--- config.mk ---
export PLATFORM = sky130hd
export DESIGN_NAME = mono_glyph_expander
export DESIGN_NICKNAME = d
export VERILOG_FILES = /design/src/design/mge_pkg.sv /design/src/design/mono_glyph_expander.sv /design/src/design/mge_front.sv /design/src/design/mge_queue.sv /design/src/design/mge_back.sv
export SDC_FILE = /design/constraint.sdc
export NUM_CORES = 1
export LEC_CHECK = 0
export BUFFER_PORTS_ARGS = -buffer_cell sky130_fd_sc_hd__buf_4
export CAP_MARGIN = 20
export CORE_MARGIN = 5
export CORE_UTILIZATION = 62
export CTS_BUF_LIST = sky130_fd_sc_hd__clkbuf_16
export CTS_CLUSTER_SIZE = 30
export DETAILED_ROUTE_END_ITERATION = 6
export GPL_ROUTABILITY_DRIVEN = 0
export HOLD_SLACK_MARGIN = 0.15
export PLACE_DENSITY = 0.86
export SKIP_LAST_GASP = 1
export SLEW_MARGIN = 20
export SYNTH_ARGS = -nofsm -noshare
export SYNTH_HDL_FRONTEND = slang
export SYNTH_HIERARCHICAL = 1
export SYNTH_SLANG_ARGS = --single-unit
--- constraint.sdc ---
create_clock -name clk -period 6.8 [get_ports clk]
set_clock_uncertainty 0.2 [all_clocks]
set_input_delay 0.68 -clock clk [delete_from_list [all_inputs] [get_ports clk]]
set_output_delay 0.68 -clock clk [all_outputs]
set_load 0.02 [all_outputs]
--- src/design/mge_pkg.sv ---
// Shared types and constants for the monochrome glyph expander.
package mge_pkg;

  localparam int COORD_BITS_DEF = 11;
  localparam int PIXEL_BITS_DEF = 16;
  localparam int QUEUE_DEPTH    = 2;
  localparam int CFG_IDX_BITS   = 3;

  typedef enum logic {
    OP_WINDOW = 1'b0,
    OP_PIXEL  = 1'b1
  } op_kind_t;

  typedef enum logic [CFG_IDX_BITS-1:0] {
    REG_ORIGIN_X   = 3'd0,
    REG_ORIGIN_Y   = 3'd1,
    REG_GLYPH_W    = 3'd2,
    REG_GLYPH_H    = 3'd3,
    REG_ROW_STRIDE = 3'd4,
    REG_FG_COLOR   = 3'd5,
    REG_BG_COLOR   = 3'd6,
    REG_SKIP_BG    = 3'd7
  } cfg_reg_t;

endpackage

--- src/design/mono_glyph_expander.sv ---
// Top level of the monochrome glyph expander: registers, queue and both ends.
// The first result of a byte is registered in a queue entry and then in the output register.
// Throughput: one result per cycle at the output register while results are queued and
// out_stall is low; a queued byte yields 1 to 9 results (a row window on the first byte
// of a row plus one per drawn bit). Bytes with no results are not queued. A 2-entry queue decouples intake from output.
// Reset: registers take their defaults and the glyph restarts at the top row.
module mono_glyph_expander #(
  parameter int COORD_BITS = mge_pkg::COORD_BITS_DEF,
  parameter int PIXEL_BITS = mge_pkg::PIXEL_BITS_DEF
) (
  input  logic                                  clk,
  input  logic                                  rst,
  input  logic                                  cfg_write,
  input  logic [mge_pkg::CFG_IDX_BITS-1:0]      cfg_index,
  input  logic [((COORD_BITS > PIXEL_BITS) ? COORD_BITS : PIXEL_BITS)-1:0] cfg_data,
  input  logic                                  in_valid,
  output logic                                  in_stall,
  input  logic [7:0]                            bitmap_byte,
  output logic                                  out_valid,
  input  logic                                  out_stall,
  output logic                                  op_kind,
  output logic [COORD_BITS-1:0]                 win_left,
  output logic [COORD_BITS-1:0]                 win_right,
  output logic [COORD_BITS-1:0]                 win_row,
  output logic [PIXEL_BITS-1:0]                 pixel_word,
  output logic                                  last_of_item,
  output logic                                  glyph_done
);

  localparam int EW = 2 * COORD_BITS + 14;

  logic [COORD_BITS-1:0] origin_x, origin_y, glyph_width, glyph_height;
  logic [7:0]            row_stride;
  logic [PIXEL_BITS-1:0] fg_color, bg_color;
  logic                  skip_background;

  logic                  accept, q_push, q_pop, q_empty, q_full;
  logic [EW-1:0]         q_wdata, q_head;

  always_ff @(posedge clk) begin
    if (rst) begin
      origin_x        <= '0;
      origin_y        <= '0;
      glyph_width     <= COORD_BITS'(8);
      glyph_height    <= COORD_BITS'(8);
      row_stride      <= 8'd1;
      fg_color        <= '1;
      bg_color        <= '0;
      skip_background <= 1'b0;
    end else if (cfg_write) begin
      unique case (mge_pkg::cfg_reg_t'(cfg_index))
        mge_pkg::REG_ORIGIN_X:   origin_x        <= cfg_data[COORD_BITS-1:0];
        mge_pkg::REG_ORIGIN_Y:   origin_y        <= cfg_data[COORD_BITS-1:0];
        mge_pkg::REG_GLYPH_W:    glyph_width     <= cfg_data[COORD_BITS-1:0];
        mge_pkg::REG_GLYPH_H:    glyph_height    <= cfg_data[COORD_BITS-1:0];
        mge_pkg::REG_ROW_STRIDE: row_stride      <= cfg_data[7:0];
        mge_pkg::REG_FG_COLOR:   fg_color        <= cfg_data[PIXEL_BITS-1:0];
        mge_pkg::REG_BG_COLOR:   bg_color        <= cfg_data[PIXEL_BITS-1:0];
        mge_pkg::REG_SKIP_BG:    skip_background <= cfg_data[0];
      endcase
    end
  end

  assign in_stall = q_full;
  assign accept   = in_valid && !in_stall;

  mge_front #(
    .COORD_BITS (COORD_BITS),
    .EW         (EW)
  ) u_front (
    .clk          (clk),
    .rst          (rst),
    .restart      (cfg_write),
    .origin_x     (origin_x),
    .origin_y     (origin_y),
    .glyph_width  (glyph_width),
    .glyph_height (glyph_height),
    .row_stride   (row_stride),
    .accept       (accept),
    .bitmap_byte  (bitmap_byte),
    .push         (q_push),
    .push_data    (q_wdata)
  );

  mge_queue #(
    .EW    (EW),
    .DEPTH (mge_pkg::QUEUE_DEPTH)
  ) u_queue (
    .clk       (clk),
    .rst       (rst),
    .push      (q_push),
    .push_data (q_wdata),
    .pop       (q_pop),
    .head      (q_head),
    .empty     (q_empty),
    .full      (q_full)
  );

  mge_back #(
    .COORD_BITS (COORD_BITS),
    .PIXEL_BITS (PIXEL_BITS),
    .EW         (EW)
  ) u_back (
    .clk             (clk),
    .rst             (rst),
    .origin_x        (origin_x),
    .glyph_width     (glyph_width),
    .fg_color        (fg_color),
    .bg_color        (bg_color),
    .skip_background (skip_background),
    .head_valid      (!q_empty),
    .head            (q_head),
    .pop             (q_pop),
    .out_valid       (out_valid),
    .out_stall       (out_stall),
    .op_kind         (op_kind),
    .win_left        (win_left),
    .win_right       (win_right),
    .win_row         (win_row),
    .pixel_word      (pixel_word),
    .last_of_item    (last_of_item),
    .glyph_done      (glyph_done)
  );

  a_done_is_last: assert property (@(posedge clk) disable iff (rst)
    out_valid && glyph_done |-> last_of_item)
    else $error("glyph_done without last_of_item");

  a_queue_state: assert property (@(posedge clk) disable iff (rst)
    !(q_full && q_empty))
    else $error("queue both full and empty");

  a_pixel_no_left: assert property (@(posedge clk) disable iff (rst)
    out_valid && op_kind == mge_pkg::OP_PIXEL |-> win_left == '0)
    else $error("pixel transfer carries a window column");

  a_pop_has_head: assert property (@(posedge clk) disable iff (rst)
    q_pop |-> !q_empty)
    else $error("queue popped while empty");

endmodule

--- src/design/mge_front.sv ---
// Front end: tracks row position, builds a queue entry for each accepted byte in the glyph that yields results.
module mge_front #(
  parameter int COORD_BITS = mge_pkg::COORD_BITS_DEF,
  parameter int EW         = 2 * COORD_BITS + 14
) (
  input  logic                  clk,
  input  logic                  rst,
  input  logic                  restart,
  input  logic [COORD_BITS-1:0] origin_x,
  input  logic [COORD_BITS-1:0] origin_y,
  input  logic [COORD_BITS-1:0] glyph_width,
  input  logic [COORD_BITS-1:0] glyph_height,
  input  logic [7:0]            row_stride,
  input  logic                  accept,
  input  logic [7:0]            bitmap_byte,
  output logic                  push,
  output logic [EW-1:0]         push_data
);

  localparam int DW = ((COORD_BITS > 11) ? COORD_BITS : 11) + 1;
  localparam logic [COORD_BITS-1:0] CMAX = '1;

  typedef struct packed {
    logic [7:0]            bits;
    logic                  hdr;
    logic [3:0]            nbits;
    logic [COORD_BITS-1:0] col_base;
    logic [COORD_BITS-1:0] row;
    logic                  done;
  } entry_t;

  logic [7:0]            byte_in_row;
  logic [COORD_BITS-1:0] rows_done;

  logic [DW-1:0]         bit_ofs, wid, rem, col_sum, wm1, done_at, done_lim;
  logic [COORD_BITS:0]   row_sum, rows_inc;
  logic [7:0]            stride;
  logic [8:0]            bir_inc;
  logic                  active, final_row, row_end;
  entry_t                ent;

  always_comb begin
    stride   = (row_stride == 8'd0) ? 8'd1 : row_stride;
    bit_ofs  = DW'({byte_in_row, 3'b000});
    wid      = DW'(glyph_width);
    rem      = wid - bit_ofs;
    col_sum  = DW'(origin_x) + bit_ofs;
    row_sum  = {1'b0, origin_y} + {1'b0, rows_done};
    rows_inc = {1'b0, rows_done} + 1'b1;
    active   = rows_done < glyph_height;
    final_row = rows_inc == {1'b0, glyph_height};
    wm1      = wid - 1'b1;
    done_at  = (glyph_width == '0) ? '0 : (wm1 >> 3);
    done_lim = DW'(stride - 8'd1);
    if (done_at > done_lim) begin
      done_at = done_lim;
    end
    bir_inc  = {1'b0, byte_in_row} + 9'd1;
    row_end  = bir_inc >= {1'b0, stride};

    ent.bits     = bitmap_byte;
    ent.hdr      = byte_in_row == 8'd0;
    if (wid > bit_ofs) begin
      ent.nbits = (rem > DW'(8)) ? 4'd8 : rem[3:0];
    end else begin
      ent.nbits = 4'd0;
    end
    ent.col_base = (col_sum > DW'(CMAX)) ? CMAX : col_sum[COORD_BITS-1:0];
    ent.row      = row_sum[COORD_BITS] ? CMAX : row_sum[COORD_BITS-1:0];
    ent.done     = final_row && (DW'(byte_in_row) == done_at);

    push      = accept && active && (ent.hdr || ent.nbits != 4'd0);
    push_data = ent;
  end

  always_ff @(posedge clk) begin
    if (rst || restart) begin
      byte_in_row <= '0;
      rows_done   <= '0;
    end else if (accept && active) begin
      if (row_end) begin
        byte_in_row <= '0;
        rows_done   <= rows_inc[COORD_BITS-1:0];
      end else begin
        byte_in_row <= bir_inc[7:0];
      end
    end
  end

endmodule

--- src/design/mge_queue.sv ---
// Small register queue between front and back ends.
module mge_queue #(
  parameter int EW    = 36,
  parameter int DEPTH = mge_pkg::QUEUE_DEPTH
) (
  input  logic          clk,
  input  logic          rst,
  input  logic          push,
  input  logic [EW-1:0] push_data,
  input  logic          pop,
  output logic [EW-1:0] head,
  output logic          empty,
  output logic          full
);

  localparam int PW = (DEPTH > 1) ? $clog2(DEPTH) : 1;
  localparam int CW = $clog2(DEPTH + 1);

  logic [EW-1:0] mem [DEPTH];
  logic [PW-1:0] wr_ptr, rd_ptr;
  logic [CW-1:0] count;

  assign empty = count == '0;
  assign full  = count == CW'(DEPTH);
  assign head  = mem[rd_ptr];

  always_ff @(posedge clk) begin
    if (push) begin
      mem[wr_ptr] <= push_data;
    end
  end

  always_ff @(posedge clk) begin
    if (rst) begin
      wr_ptr <= '0;
      rd_ptr <= '0;
      count  <= '0;
    end else begin
      if (push) begin
        wr_ptr <= (wr_ptr == PW'(DEPTH - 1)) ? '0 : wr_ptr + 1'b1;
      end
      if (pop) begin
        rd_ptr <= (rd_ptr == PW'(DEPTH - 1)) ? '0 : rd_ptr + 1'b1;
      end
      if (push && !pop) begin
        count <= count + 1'b1;
      end else if (pop && !push) begin
        count <= count - 1'b1;
      end
    end
  end

endmodule

--- src/design/mge_back.sv ---
// Back end: expands one queue entry into window and pixel operations.
module mge_back #(
  parameter int COORD_BITS = mge_pkg::COORD_BITS_DEF,
  parameter int PIXEL_BITS = mge_pkg::PIXEL_BITS_DEF,
  parameter int EW         = 2 * COORD_BITS + 14
) (
  input  logic                  clk,
  input  logic                  rst,
  input  logic [COORD_BITS-1:0] origin_x,
  input  logic [COORD_BITS-1:0] glyph_width,
  input  logic [PIXEL_BITS-1:0] fg_color,
  input  logic [PIXEL_BITS-1:0] bg_color,
  input  logic                  skip_background,
  input  logic                  head_valid,
  input  logic [EW-1:0]         head,
  output logic                  pop,
  output logic                  out_valid,
  input  logic                  out_stall,
  output logic                  op_kind,
  output logic [COORD_BITS-1:0] win_left,
  output logic [COORD_BITS-1:0] win_right,
  output logic [COORD_BITS-1:0] win_row,
  output logic [PIXEL_BITS-1:0] pixel_word,
  output logic                  last_of_item,
  output logic                  glyph_done
);

  localparam logic [COORD_BITS-1:0] CMAX = '1;

  typedef struct packed {
    logic [7:0]            bits;
    logic                  hdr;
    logic [3:0]            nbits;
    logic [COORD_BITS-1:0] col_base;
    logic [COORD_BITS-1:0] row;
    logic                  done;
  } entry_t;

  entry_t                ent;
  logic [3:0]            step, total, t;
  logic [COORD_BITS:0]   col_sum, edge_sum;
  logic [COORD_BITS-1:0] col, right_edge;
  logic                  adv, fire, last, bitv;
  mge_pkg::op_kind_t     kind_next;
  logic [COORD_BITS-1:0] left_next;
  logic [PIXEL_BITS-1:0] pix_next;

  always_comb begin
    ent      = head;
    total    = 4'(ent.hdr) + ent.nbits;
    t        = step - 4'(ent.hdr);
    bitv     = ent.bits[3'd7 - t[2:0]];
    col_sum  = {1'b0, ent.col_base} + (COORD_BITS+1)'(t) + 1'b1;
    col      = col_sum[COORD_BITS] ? CMAX : col_sum[COORD_BITS-1:0];
    edge_sum = {1'b0, origin_x} + {1'b0, glyph_width};
    if (edge_sum == '0) begin
      right_edge = '0;
    end else begin
      edge_sum   = edge_sum - 1'b1;
      right_edge = edge_sum[COORD_BITS] ? CMAX : edge_sum[COORD_BITS-1:0];
    end
    last     = (step + 4'd1) == total;
    adv      = !out_valid || !out_stall;
    fire     = adv && head_valid;
    pop      = fire && last;

    if (ent.hdr && step == 4'd0) begin
      kind_next = mge_pkg::OP_WINDOW;
      left_next = ent.col_base;
      pix_next  = '0;
    end else if (bitv) begin
      kind_next = mge_pkg::OP_PIXEL;
      left_next = '0;
      pix_next  = fg_color;
    end else if (skip_background) begin
      kind_next = mge_pkg::OP_WINDOW;
      left_next = col;
      pix_next  = '0;
    end else begin
      kind_next = mge_pkg::OP_PIXEL;
      left_next = '0;
      pix_next  = bg_color;
    end
  end

  always_ff @(posedge clk) begin
    if (rst) begin
      out_valid <= 1'b0;
      step      <= '0;
    end else begin
      if (fire) begin
        out_valid <= 1'b1;
        step      <= last ? 4'd0 : step + 4'd1;
      end else if (adv) begin
        out_valid <= 1'b0;
      end
    end
  end

  always_ff @(posedge clk) begin
    if (fire) begin
      op_kind      <= kind_next;
      win_left     <= left_next;
      win_right    <= right_edge;
      win_row      <= ent.row;
      pixel_word   <= pix_next;
      last_of_item <= last;
      glyph_done   <= last && ent.done;
    end
  end

endmodule
==> results of run 1 <==
synth_stat cells (all sizes together) (15+ instances only):
master  instances
edfxtp        124
mux2i         119
dfxtp         114
nor2          101
nand2b         99
ha             82
inv            70
nand2          70
xnor2          55
o21ai          53
a21oi          48
mux2           39
buf            30
xor2           25
clkbuf         24
or3            24
nand3          23
nor3           21
a21o           16
a211oi         15
kinds of logic after synthesis:
family                     after synthesis
and+or+nand+nor                        422
xor gates and xnor gates                80
AOI/OAI and AO/OA                      213
buffers and inverters                  124
adders and majority gates               87
muxes                                  160
DFF                                    238
cell type report:
class | count | area (µm²) | area share
repair buffers | 99 | 763 | 0.0493
inverters | 70 | 263 | 0.0170
clock buffers | 29 | 726 | 0.0469
multi-input cells | 962 | 7260 | 0.469
flip-flops and latches | 238 | 6010 | 0.388
well taps | 280 | 350 | 0.0226
clock inverters | 20 | 113 | 0.00727
critical path, cell delays in order (launching register included):
cell	delay (ps)
dfxtp_1	440
inv_1	130
ha_1	250
fa_1	400
nand2b_1	200
or3_1	310
a211oi_1	240
a21oi_1	80
nor4_1	450
nand4_1	160
a31oi_1	360
nor2b_4	940
flip-flops by register name (all words and copies together), names as in the netlist, 11 cells and up, named ones only:
signal and cells:
origin_x 11, glyph_height 11, u_back/win_right 11, bg_color 16, u_front/rows_done 11, u_back/pixel_word 16, glyph_width 11, u_back/win_row 11
u_back/win_left 11, origin_y 11, fg_color 16, u_queue/mem 72
power by group through the flow:
| stage | logic, W | clock network, W | registers (W) |
|---|---|---|---|
| after floorplan | 0.000897 | 0 | 0.00226 |
| after global placement | 0.00161 | 0 | 0.00203 |
| after detailed placement | 0.00166 | 0 | 0.00205 |
| after CTS | 0.00168 | 0.00138 | 0.00203 |
| after global routing | 0.00180 | 0.00146 | 0.00205 |
| final | 0.00168 | 0.00135 | 0.00202 |
metrics by stage:
step	util	power (W)	cell area (µm²)	cells
2_1_floorplan	-	0.00315	13800	1324
3_3_place_gp	0.667	0.00365	14600	1641
3_5_place_dp	0.667	0.00371	14600	1641
4_1_cts	0.709	0.00509	15500	1698
5_1_grt	0.709	0.00531	15500	1698
6_report	0.709	0.00505	15500	1698
layer usage:
metal	up-vias	track usage	wire, µm
li1	4911	-	-
met1	4826	0.300	13300
met2	324	0.412	15300
met3	54	0.0368	1600
met4	0	0.0632	675
met5	-	0	0
path summary, 6_finish.rpt:
check	start	end	slack, ps	depth (start not counted)
max	glyph_width[3]$_SDFFE_PP1P_	u_queue/mem[0][19]$_DFFE_PP_	2250	11
min	cfg_data[5]	fg_color[5]$_SDFFE_PP1P_	230	3
max reg2reg	glyph_width[3]$_SDFFE_PP1P_	u_queue/mem[0][19]$_DFFE_PP_	2250	11
min reg2reg	bg_color[12]$_SDFFE_PP0P_	bg_color[12]$_SDFFE_PP0P_	270	2
repair_timing:
| item | 4_1_cts | 5_1_grt |
|---|---|---|
| hold buffers | 8 | 0 |
| endpoints found under the hold margin | 16 | 0 |
| endpoints found under the setup margin | 0 | 0 |
==> flow_summary.ini, run 1 <==
[finish]
final_common_cell = edfxtp_1
final_nets = 1517
fillers = 1566
drive_gt1_frac = 0.145
insertedDiodeCount = 0
final_cell_mix = edfxtp_1, mux2i_1, dfxtp_1
areaGrowthSynthToFinish_pct = 12.3

[cts]
path_clk_slew_ps = 60
tritoncts = built
clock_latency_ps = 520
cts_buffers = 27
htreeDepth = 1
cts.path.max_buffers = 3
cts-resized-gates = 0
cts_root_buf = clkbuf_16
cts_setup_buffers = 0
cts.sinks = 238

[place]
pre_cts_slack_ps = 2300
dp_hpwl_um = 21800
port_buffers = 85

[yosys]
synth-simple-area-share = 0.164
synthFlopType = edfxtp_1
synth_compound_gate_area_share = 0.105
synth_top_family_by_area = simple AND/OR/NAND/NOR gates
synthMuxAreaShare = 0.122
yosys.area_share.xor_xnor = 0.0514
synth_nets = 1443
yosys_warnings = 6
ys_top_cells_by_area = edfxtp_1, dfxtp_1, mux2i_1
ys_seq_elements = 238
ys_async_sr_fraction = 0
synth_seq_area_share = 0.436
yosysTopAreaCellShare = 0.270
synthAdderAreaFrac = 0.0817
synth_edf_count = 124
synth_cell_types = 86
syn_inst = 1324
netlist_area_um2 = 13800
synth_area_leader_cell = edfxtp_1
syn_avg_cell_area_um2 = 10.4

[grt]
antenna_found_initial = 0
grt_pass1_wl_um = 49900
grt_max_degree = 77
grtUsageTotal = 0.233
grt_pass1_vias = 9987
grt-ovfl-total = 0

[route]
vias = 10100
drtPass1Iterations = 6
post_drt_wl_per_cell_um = 18.2
ant_nets = 0
drc_errors = 0
wl_um = 30900
first_iter_violations = 954
drt-vias-per-instance = 5.96

[timing]
rsz0062_at_grt = false
setup-violations-final = 0
fin_crit_ps = 4550
worst_pin_slew_ps = 1090
finalCritPeriodShare = 0.670
layout_setup_ws_ps = 2250
fmax_mhz = 220
hold_ws_ps = 226
tns_ps = 0
slew_headroom = 0.259
hold_viol = 0
slew_violations = 0

[worst_hold_path]
hp-class = input pin to flip-flop

[die]
die_area_um2 = 25300
die_y_um = 159
coreArea_um2 = 21800
start_util = 0.631
ios = 86
dieWidth_um = 159
fp-row-count = 54

[power_and_ir_drop]
swShare = 0.331
power.net_switching_w = 0.00168
p_int_w = 0.00338
clockPowerShare = 0.268
seqPwrFrac = 0.400
pwr_density_cell_nw_per_um2 = 326
vdd_drop_max_v = 0.000227
comb_power_share = 0.332
leakage_nw = 6.40

[worst_setup_path]
crit_arrival_ps = 4490
crit_fanout = 36
worst-setup-path-type = flip-flop to flip-flop
critPathLaunchType = flip-flop
end_kind = flip-flop
worstPathRequired_ps = 6740

[job]
maxCapViolations = 0

[run_status]
outcome = complete, no violations
Note: power is estimated with default switching activity, not from simulation.
==> run 2, diff against run 1 <==
--- a/config.mk
+++ b/config.mk
@@ -8,13 +8,13 @@
 export BUFFER_PORTS_ARGS = -buffer_cell sky130_fd_sc_hd__buf_4
 export CAP_MARGIN = 20
 export CORE_MARGIN = 5
-export CORE_UTILIZATION = 62
+export CORE_UTILIZATION = 56
 export CTS_BUF_LIST = sky130_fd_sc_hd__clkbuf_16
 export CTS_CLUSTER_SIZE = 30
 export DETAILED_ROUTE_END_ITERATION = 6
 export GPL_ROUTABILITY_DRIVEN = 0
 export HOLD_SLACK_MARGIN = 0.15
-export PLACE_DENSITY = 0.86
+export PLACE_DENSITY = 0.82
 export SKIP_LAST_GASP = 1
 export SLEW_MARGIN = 20
 export SYNTH_ARGS = -nofsm -noshare
==> constraint.sdc (replaced) <==
create_clock -name clk -period 4 [get_ports clk]
set_clock_uncertainty 0.2 [all_clocks]
set_input_delay 0.4 -clock clk [delete_from_list [all_inputs] [get_ports clk]]
set_output_delay 0.4 -clock clk [all_outputs]
set_load 0.02 [all_outputs]
==> run 2 against run 1 <==
Clock power grew 60%; combinational power grew 83%; fmax grew 15%; cell area grew 4.5%; non-clock buffer count grew 57; highest routed layer unchanged.
==> flow_summary.ini, run 2 (synthesis results as in run 1) <==
[power_and_ir_drop]
pwr_density_cell_nw_per_um2 = 536
vdd_drop_max_v = 0.000426
power_w = 0.00867
leakage_nw = 6.64

[grt]
grt-ovfl-total = 0
grt_pass1_vias = 10100
grt_max_degree = 67
antenna_found_initial = 0
grt_pass1_wl_um = 50400
grtUsageTotal = 0.215

[place]
port_buffers = 85
dp_hpwl_um = 22100

[worst_setup_path]
critical_path.top_delay_family = simple AND/OR/NAND/NOR gates
slowest_delay_ps = 400
worstPathRequired_ps = 4030
path_common_cell = buf_4
critPathLaunchType = flip-flop
critPathSlowestCell = nor4_2
end_kind = flip-flop
crit_arrival_ps = 4000
timing.critical_path.buf_inv = 5
path_cells = buf_4 -> inv_1 -> ha_1 -> fa_2 -> nand2b_4 -> or3_1 -> a211oi_2 -> a21oi_1 -> nor4_2 -> nand4_1 -> a31oi_4 -> buf_4 -> nor2b_4 -> buf_12 -> buf_6
worst-setup-path-type = flip-flop to flip-flop
crit_fanout = 9

[timing]
slew_violations = 0
rsz0062_at_grt = true
worst_pin_slew_ps = 1070
slew_headroom = 0.288
fmax_mhz = 252
hold_viol = 0
setup-violations-final = 0
fin_crit_ps = 3970
tns_ps = 0
finalCritPeriodShare = 0.992

[finish]
insertedDiodeCount = 0
seq_area_um2 = 6010
drive_gt1_frac = 0.174
final_common_cell = edfxtp_1
final_cell_mix = edfxtp_1, mux2i_1, buf_4
fillers = 1829
largest_reg_flops = 72
areaGrowthSynthToFinish_pct = 17.4
final_nets = 1572
top_register = u_queue/mem
multiInputGateArea_um2 = 7410

[cts]
cts.path.max_buffers = 3
cts.sinks = 238
clock_latency_ps = 520
tritoncts = built
cts_buffers = 25
cts_root_buf = clkbuf_16
path_clk_slew_ps = 60
htreeDepth = 1

[route]
post_drt_wl_per_cell_um = 17.8
ant_nets = 0
drt-vias-per-instance = 5.78
first_iter_violations = 685
wl_um = 31900
drtPass1Iterations = 5
vias = 10400
drc_errors = 0

[die]
start_util = 0.568
coreArea_um2 = 24200
fp-row-count = 57
die_y_um = 167
ios = 86
dieWidth_um = 167
die_area_um2 = 27800

[run_status]
outcome = complete, no violations

[job]
maxCapViolations = 0

[worst_hold_path]
hp-class = input pin to flip-flop
-- run 2: changes by cell type in the layout (fill, tap and decap cells not counted), sizes merged --
| cell | previous run | this run |
|---|---|---|
| buf | 91 | 123 |
| dlygate4sd3 | 8 | 31 |
| inv | 81 | 75 |
| clkinvlp | 1 | 6 |
| clkbuf | 29 | 27 |
| clkinv | 7 | 9 |
-- run 2: worst min-delay path, stage by stage --
cell      delay (ps)
buf_4            140
and4bb_2         270
mux2i_1           70
-- run 2: area by class of cell --
type / instances / area share
clock inverter: 21 / 0.00889
sequential: 238 / 0.371
timing repair buffer: 156 / 0.0821
multi-input combinational: 962 / 0.458
clock buffer: 25 / 0.0387
inverter: 70 / 0.0162
tap: 324 / 0.0251
-- run 2: worst paths after layout --
kind	cells past startpoint	slack, ps	startpoint	endpoint
worst max-delay path	15	30	glyph_width[3]$_SDFFE_PP1P_	u_queue/mem[0][34]$_DFFE_PP_
worst min-delay path	3	220	cfg_index[2]	row_stride[0]$_SDFFE_PP1P_
worst max register to register	15	30	glyph_width[3]$_SDFFE_PP1P_	u_queue/mem[0][34]$_DFFE_PP_
worst min register to register	2	280	bg_color[10]$_SDFFE_PP0P_	bg_color[10]$_SDFFE_PP0P_
-- run 2: timing repair --
action | CTS | global route
setup buffers | 0 | 3
hold buffers | 31 | 0
pin swaps | 0 | 5
gates resized for setup | 3 | 20
endpoints found under the hold margin | 59 | 0
gates cloned | 0 | 4
setup endpoints to repair | 3 | 76
-- run 2: per-stage QoR --
step | cells | util | worst slack, ps | area [µm²] | hold WS [ps]
3_5_place_dp | 1712 | 0.612 | -62.1 | 14800 | 266
6_report | 1796 | 0.667 | 30.1 | 16200 | 218
2_1_floorplan | 1324 | - | 90.9 | 13800 | 248
5_1_grt | 1796 | 0.667 | -63.7 | 16200 | 215
4_1_cts | 1789 | 0.658 | 28.3 | 15900 | 183
3_3_place_gp | 1712 | 0.612 | 75.0 | 14800 | 257
-- run 2: routing by layer --
metal	GRT usage	vias to the layer above	wire, µm
li1	-	5024	-
met1	0.283	4973	13800
met2	0.370	314	15500
met3	0.0313	77	1770
met4	0.0626	0	860
met5	0	-	0
-- run 2: report_power, final --
part           leakage [nW]  internal, W  switching, W
sequential             2.11      0.00326      0.000171
clock                 0.366      0.00121      0.000951
combinational          4.16      0.00128       0.00180
total                  6.64      0.00575       0.00292
